===== config.mk =====
export PLATFORM = sky130hd
export DESIGN_NAME = shq_log2
export DESIGN_NICKNAME = d
export VERILOG_FILES = /design/src/hw/rtl/shq_pkg.sv /design/src/hw/rtl/shq_log2.sv
export SDC_FILE = /design/constraint.sdc
export NUM_CORES = 2
export LEC_CHECK = 0
export BUFFER_PORTS_ARGS = -buffer_cell sky130_fd_sc_hd__buf_4
export CORE_MARGIN = 10
export CORE_UTILIZATION = 55
export DETAILED_ROUTE_END_ITERATION = 8
export GPL_ROUTABILITY_DRIVEN = 1
export PLACE_DENSITY_LB_ADDON = 0.12
export SKIP_CTS_REPAIR_TIMING = 1
export SYNTH_ARGS = -nofsm -noshare
export SYNTH_HDL_FRONTEND = slang
export SYNTH_SLANG_ARGS = --single-unit
export TNS_END_PERCENT = 100

===== constraint.sdc =====
create_clock -name clk -period 11.3 [get_ports clk]
set_input_delay 1.695 -clock clk [delete_from_list [all_inputs] [get_ports clk]]
set_output_delay 1.695 -clock clk [all_outputs]
set_load 0.03 [all_outputs]

===== src/hw/rtl/shq_pkg.sv =====
package shq_pkg;

  // histogram geometry
  localparam int BINS    = 256;
  localparam int BIN_AW  = $clog2(BINS);
  localparam int BIN_W   = 16;
  localparam int CNT_W   = 32;

  // fixed-point log2: 5 integer bits, LOG_FRAC_BITS fraction bits
  localparam int LOG_FRAC_BITS = 16;
  localparam int LOG_INT_W     = 5;
  localparam int LOG_W         = LOG_INT_W + LOG_FRAC_BITS;
  localparam int LOG_CW        = $clog2(LOG_FRAC_BITS);
  localparam int NORM_STEPS    = 5;

  // 3.434 * ln(2) in Q24
  localparam int SCALE_W     = 26;
  localparam int SCALE_SHIFT = 24;
  localparam logic [SCALE_W-1:0] SCALE_Q24 = 26'd39934261;
  localparam int PROD_W      = LOG_W + SCALE_W;
  localparam int Q_W         = PROD_W - LOG_FRAC_BITS - SCALE_SHIFT;
  localparam int SCORE_LIM   = 77;

  localparam logic [BIN_W-1:0] MAX_BIN_RST = 16'd255;

  typedef enum logic [1:0] {
    OP_ADD       = 2'd0,
    OP_QUERY     = 2'd1,
    OP_MERGE_BIN = 2'd2,
    OP_MERGE_TOT = 2'd3
  } opcode_t;

  typedef enum logic [1:0] {
    ST_OK       = 2'd0,
    ST_RANGE    = 2'd1,
    ST_TOT_ZERO = 2'd2,
    ST_SAT      = 2'd3
  } status_t;

  typedef struct packed {
    opcode_t          opcode;
    logic [BIN_W-1:0] bin;
    logic [CNT_W-1:0] amount;
  } in_item_t;

  typedef struct packed {
    logic signed [7:0] score;
    status_t           status;
  } out_item_t;

  // write port of the bin memory
  typedef struct packed {
    logic              we;
    logic [BIN_AW-1:0] addr;
    logic [CNT_W-1:0]  data;
  } ram_wr_t;

  // result of a log2 unit
  typedef struct packed {
    logic             done;
    logic [LOG_W-1:0] value;
  } log_res_t;

endpackage


===== src/hw/rtl/shq_log2.sv =====
module shq_log2 (
  input  logic                      clk,
  input  logic                      rst_n,
  input  logic                      start,
  input  logic [shq_pkg::CNT_W-1:0] x,
  output shq_pkg::log_res_t         res
);
  import shq_pkg::*;

  typedef enum logic [2:0] {
    L_IDLE = 3'b001,
    L_NORM = 3'b010,
    L_SQR  = 3'b100
  } lstate_t;

  lstate_t                  state_r, state_nxt;
  logic [CNT_W-1:0]         m_r, m_nxt;
  logic [LOG_INT_W-1:0]     e_r, e_nxt;
  logic [LOG_FRAC_BITS-1:0] frac_r, frac_nxt;
  logic [LOG_CW-1:0]        cnt_r, cnt_nxt;
  logic                     done_r, done_nxt;
  logic [2*CNT_W-1:0]       sq;
  logic [CNT_W:0]           sq_t;

  // one squaring of the mantissa per cycle
  assign sq   = m_r * m_r;
  assign sq_t = sq[2*CNT_W-1:CNT_W-1];

  always_comb begin
    state_nxt = state_r;
    m_nxt     = m_r;
    e_nxt     = e_r;
    frac_nxt  = frac_r;
    cnt_nxt   = cnt_r;
    done_nxt  = 1'b0;
    unique case (state_r)
      L_IDLE: begin
        if (start) begin
          m_nxt     = x;
          e_nxt     = LOG_INT_W'(CNT_W - 1);
          frac_nxt  = '0;
          cnt_nxt   = '0;
          state_nxt = L_NORM;
        end
      end
      L_NORM: begin
        // normalise by 16, 8, 4, 2, 1 bit positions
        case (cnt_r)
          LOG_CW'(0): begin
            if (m_r[31:16] == '0) begin
              m_nxt = {m_r[15:0], 16'b0};
              e_nxt = e_r - LOG_INT_W'(16);
            end
          end
          LOG_CW'(1): begin
            if (m_r[31:24] == '0) begin
              m_nxt = {m_r[23:0], 8'b0};
              e_nxt = e_r - LOG_INT_W'(8);
            end
          end
          LOG_CW'(2): begin
            if (m_r[31:28] == '0) begin
              m_nxt = {m_r[27:0], 4'b0};
              e_nxt = e_r - LOG_INT_W'(4);
            end
          end
          LOG_CW'(3): begin
            if (m_r[31:30] == '0) begin
              m_nxt = {m_r[29:0], 2'b0};
              e_nxt = e_r - LOG_INT_W'(2);
            end
          end
          default: begin
            if (!m_r[31]) begin
              m_nxt = {m_r[30:0], 1'b0};
              e_nxt = e_r - LOG_INT_W'(1);
            end
          end
        endcase
        if (cnt_r == LOG_CW'(NORM_STEPS - 1)) begin
          cnt_nxt   = '0;
          state_nxt = L_SQR;
        end else begin
          cnt_nxt = cnt_r + LOG_CW'(1);
        end
      end
      L_SQR: begin
        // a square at or above two gives a one bit and halves the mantissa
        m_nxt    = sq_t[CNT_W] ? sq_t[CNT_W:1] : sq_t[CNT_W-1:0];
        frac_nxt = {frac_r[LOG_FRAC_BITS-2:0], sq_t[CNT_W]};
        if (cnt_r == LOG_CW'(LOG_FRAC_BITS - 1)) begin
          done_nxt  = 1'b1;
          state_nxt = L_IDLE;
        end else begin
          cnt_nxt = cnt_r + LOG_CW'(1);
        end
      end
      default: begin
        state_nxt = L_IDLE;
      end
    endcase
  end

  // control registers
  always_ff @(posedge clk) begin
    if (!rst_n) begin
      state_r <= L_IDLE;
      done_r  <= 1'b0;
    end else begin
      state_r <= state_nxt;
      done_r  <= done_nxt;
    end
  end

  // datapath registers
  always_ff @(posedge clk) begin
    m_r    <= m_nxt;
    e_r    <= e_nxt;
    frac_r <= frac_nxt;
    cnt_r  <= cnt_nxt;
  end

  assign res.done  = done_r;
  assign res.value = {e_r, frac_r};

  a_start_idle: assert property (@(posedge clk) disable iff (!rst_n)
    start |-> state_r == L_IDLE)
    else $error("log2 started while busy");

  a_norm_msb: assert property (@(posedge clk) disable iff (!rst_n)
    state_r == L_SQR |-> m_r[CNT_W-1])
    else $error("log2 mantissa not normalised while squaring");

  a_done_after_sqr: assert property (@(posedge clk) disable iff (!rst_n)
    done_r |-> $past(state_r) == L_SQR)
    else $error("log2 done without a squaring pass");

endmodule


==> run_results.csv <==
group,metric,value,unit
worst_setup_path,cpPeakStageDelay,920,ps
finish,nFillCells,5367,
worst_setup_path,crit_top_cell,"fa_1",
floorplanning,ioPinCount,57,
global_routing,grt_usage,26.9,%
yosys,synth.largest_area_cell,"fa_1",
yosys,syn_nets,4705,
yosys,synth_edf_count,57,
finish,drive_gt1_share,4.60,%
clock_network,clock_latency,340,ps
flow_run,cap_violations,0,
yosys,avgSynthCellArea,9.30,um^2
place,pre_cts_ws,2210,ps
drt,wl,90800,um
timing,period_share,82.1,%
floorplanning,initial_core_util,55.3,%
floorplanning,core,60100,um^2
timing,fmax,0.108,GHz
clock_network,clockBufferDepth,2,
clock_network,htree_levels,3,
drt,vias_per_cell,5.58,
worst_setup_path,cp_slowest_cell,"edfxtp_1",
yosys,syn_inst,3573,
floorplanning,row_count,90,
timing,hold_viol_final,0,
floorplanning,dieWidth,266,um
timing,tns,0,ps
finish,diodes,0,
clock_network,cts_sinks,61,
drt,firstDrtPassIters,7,
outcome,outcome,"complete, no violations",
place,finalWeightedCongestion,0.937,
worst_setup_path,cp_max_fo,22,
timing,finClkSkew,6.83,ps
floorplanning,die_area,70700,um^2
finish,syn_to_final_growth,4.29,%
yosys,ys.flop_type,"edfxtp_1",
timing,finalCriticalPeriod,9280,ps
timing,tightest_slew,1100,ps
clock_network,cts_root_buf,"clkbuf_16",
worst_setup_path,cp_top_family,"adder cells",
yosys,syn_area,33200,um^2
yosys,ys_ff_latch,61,
timing,finalMaxSlewViolations,0,
worst_setup_path,critPathBufInv,4,
drt,drc,0,
global_routing,grt_max_degree,46,
global_routing,overflow,0,
drt,dr.first_iter.drc_count,1956,
drt,num_vias,24000,
clock_network,path_clk_slew,60,ps
finish,finish.utilization,57.7,%
worst_setup_path,arrival,9370,ps
worst_setup_path,cp.required,11390,ps
drt,routedWlPerCell,21.1,um
clock_network,cts_tree,"done",
yosys,ys_seq_area_share,5.39,%
timing,max_slew_margin,26.6,%
floorplanning,die_y,266,um
drt,drtAntennaViolNets,0,
place,dp_hpwl,74500,um
yosys,async_reset_ff_share,0,%
min_path,hold_class,"reg2reg",
worst_setup_path,crit_type,"reg2reg",
global_routing,grt_pass1_wl,149000,um
yosys,synth_top_area_share,47.6,%
timing,rsz0062_at_grt,"false",
yosys,yosysWarnings,0,
worst_setup_path,crit_path_start_kind,"register",
timing,setup_violations,0,
finish,layout.nets,4650,
worst_setup_path,crit_path_cell_trace,"buf_4, nand2_1, fa_1, inv_1, fa_1, inv_1, fa_1, fa_1, inv_1, fa_1, fa_1, fa_1, fa_1, ha_1, a211oi_1, o22ai_1, a31oi_1, nand2_1, a32oi_1, nand4_1, a21oi_1, or2_1, nor2_2, a221o_1",
yosys,yosys-top-cells-area,"fa_1 48%, ha_1 12%, inv_1 11%",
yosys,synth.distinct_cells,77,
timing,worst_slack,2020,ps
global_routing,grt_pass1_vias,27400,
global_routing,antenna_found_initial,2,
place,numPortBuffers,56,
worst_setup_path,end_kind,"register",
clock_network,cts_buffers,9,
-- area by class of cell --
class                           instances  area (um^2)  area share [%]
Sequential cell                        61         1790            5.17
Inverter                              988         3710            10.7
Tap cell                              782          978            2.82
Clock inverter                          3         67.6           0.195
Timing Repair Buffer                  103          786            2.27
Multi-Input combinational cell       2355        27100            78.1
Clock buffer                           13          270           0.780
-- metal layers --
metal	wire [um]	vias up	track usage, %	part of all wire, %
met5	12	-	0	0.013
met3	5150	193	2.95	5.7
met2	46900	809	48.1	52
met4	4080	2	10.3	4.5
met1	34700	12400	32.9	38
li1	-	10700	-	-
-- path summary, 6_finish.rpt --
| check | start | endpoint | slack, ps | cells after the start |
|---|---|---|---|---|
| hold reg to reg | frac_r[7]$_SDFFCE_PN0P_ | frac_r[8]$_SDFFCE_PN0P_ | 550 | 1 |
| setup reg to reg | m_r[17]$_DFFE_PP_ | m_r[27]$_DFFE_PP_ | 2020 | 24 |
| setup / recovery | m_r[17]$_DFFE_PP_ | m_r[27]$_DFFE_PP_ | 2020 | 24 |
| hold / removal | frac_r[7]$_SDFFCE_PN0P_ | frac_r[8]$_SDFFCE_PN0P_ | 550 | 1 |
-- registers in the layout, indices dropped and copies added, names as in the netlist --
register,count
cnt_r,4
e_r,5
done_r,1
frac_r,16
m_r,32
state_r,3
-- per-stage QoR --
step | hold slack, ps | instances | instance area, um^2
CTS | 555 | 4305 | 34700
global placement | 534 | 4289 | 34300
global route | 576 | 4305 | 34700
detailed placement | 542 | 4289 | 34300
floorplan | 490 | 3573 | 33200
finish | 553 | 4305 | 34700
-- layout by cell type (no fill, tap or decap), types with 9 or more instances in the layout --
master and instances:
a31oi_1 14, ha_1 306, nor2b_1 12, o211ai_1 14, nor3_1 14, buf_4 102
a211oi_1 10, nor2_1 78, o21ai_0 58, a21o_1 38, fa_1 791, nand3_1 20
and3_1 13, xor2_1 37, a221oi_1 13, edfxtp_1 57, a31o_2 13, xnor2_1 43
a21oi_1 101, nand2_1 322, nor4_1 10, and2_1 253, a22oi_1 35, inv_1 987
mux2i_1 15, a222oi_1 12, nand4_1 18, a221o_1 14, clkbuf_16 9
-- Yosys cell counts (6+ instances only) --
master,count
xor2_1,37
nand2b_1,6
nand4_1,18
a21boi_0,6
a222oi_1,12
a31o_2,13
nor2b_1,12
xnor2_1,43
a21o_1,38
edfxtp_1,57
nand3_1,20
clkbuf_1,141
a22oi_1,35
nor3_1,14
inv_1,987
o221ai_1,6
nand2_1,322
a211o_1,6
nor4_1,10
buf_1,9
ha_1,306
nor2_1,81
a21oi_1,101
a221o_1,14
a221oi_1,13
o21ai_0,58
fa_1,791
a211oi_1,10
o21bai_1,7
buf_2,13
and3_1,13
mux2i_1,15
and2_1,253
a31oi_1,14
or2_2,6
o211ai_1,14
-- logic make-up after synthesis --
group / Yosys count / share of synthesized area [%]
buf+inv: 1157 / 13.2
fa+ha+maj: 1097 / 59.2
simple gates: 775 / 11.5
compound gates: 386 / 8.07
xor+xnor: 80 / 2.11
flops: 61 / 5.39
mux: 17 / 0.519
Power is not shown: default switching activity piles up to over one toggle a cycle in this logic, so the estimate is an artifact.
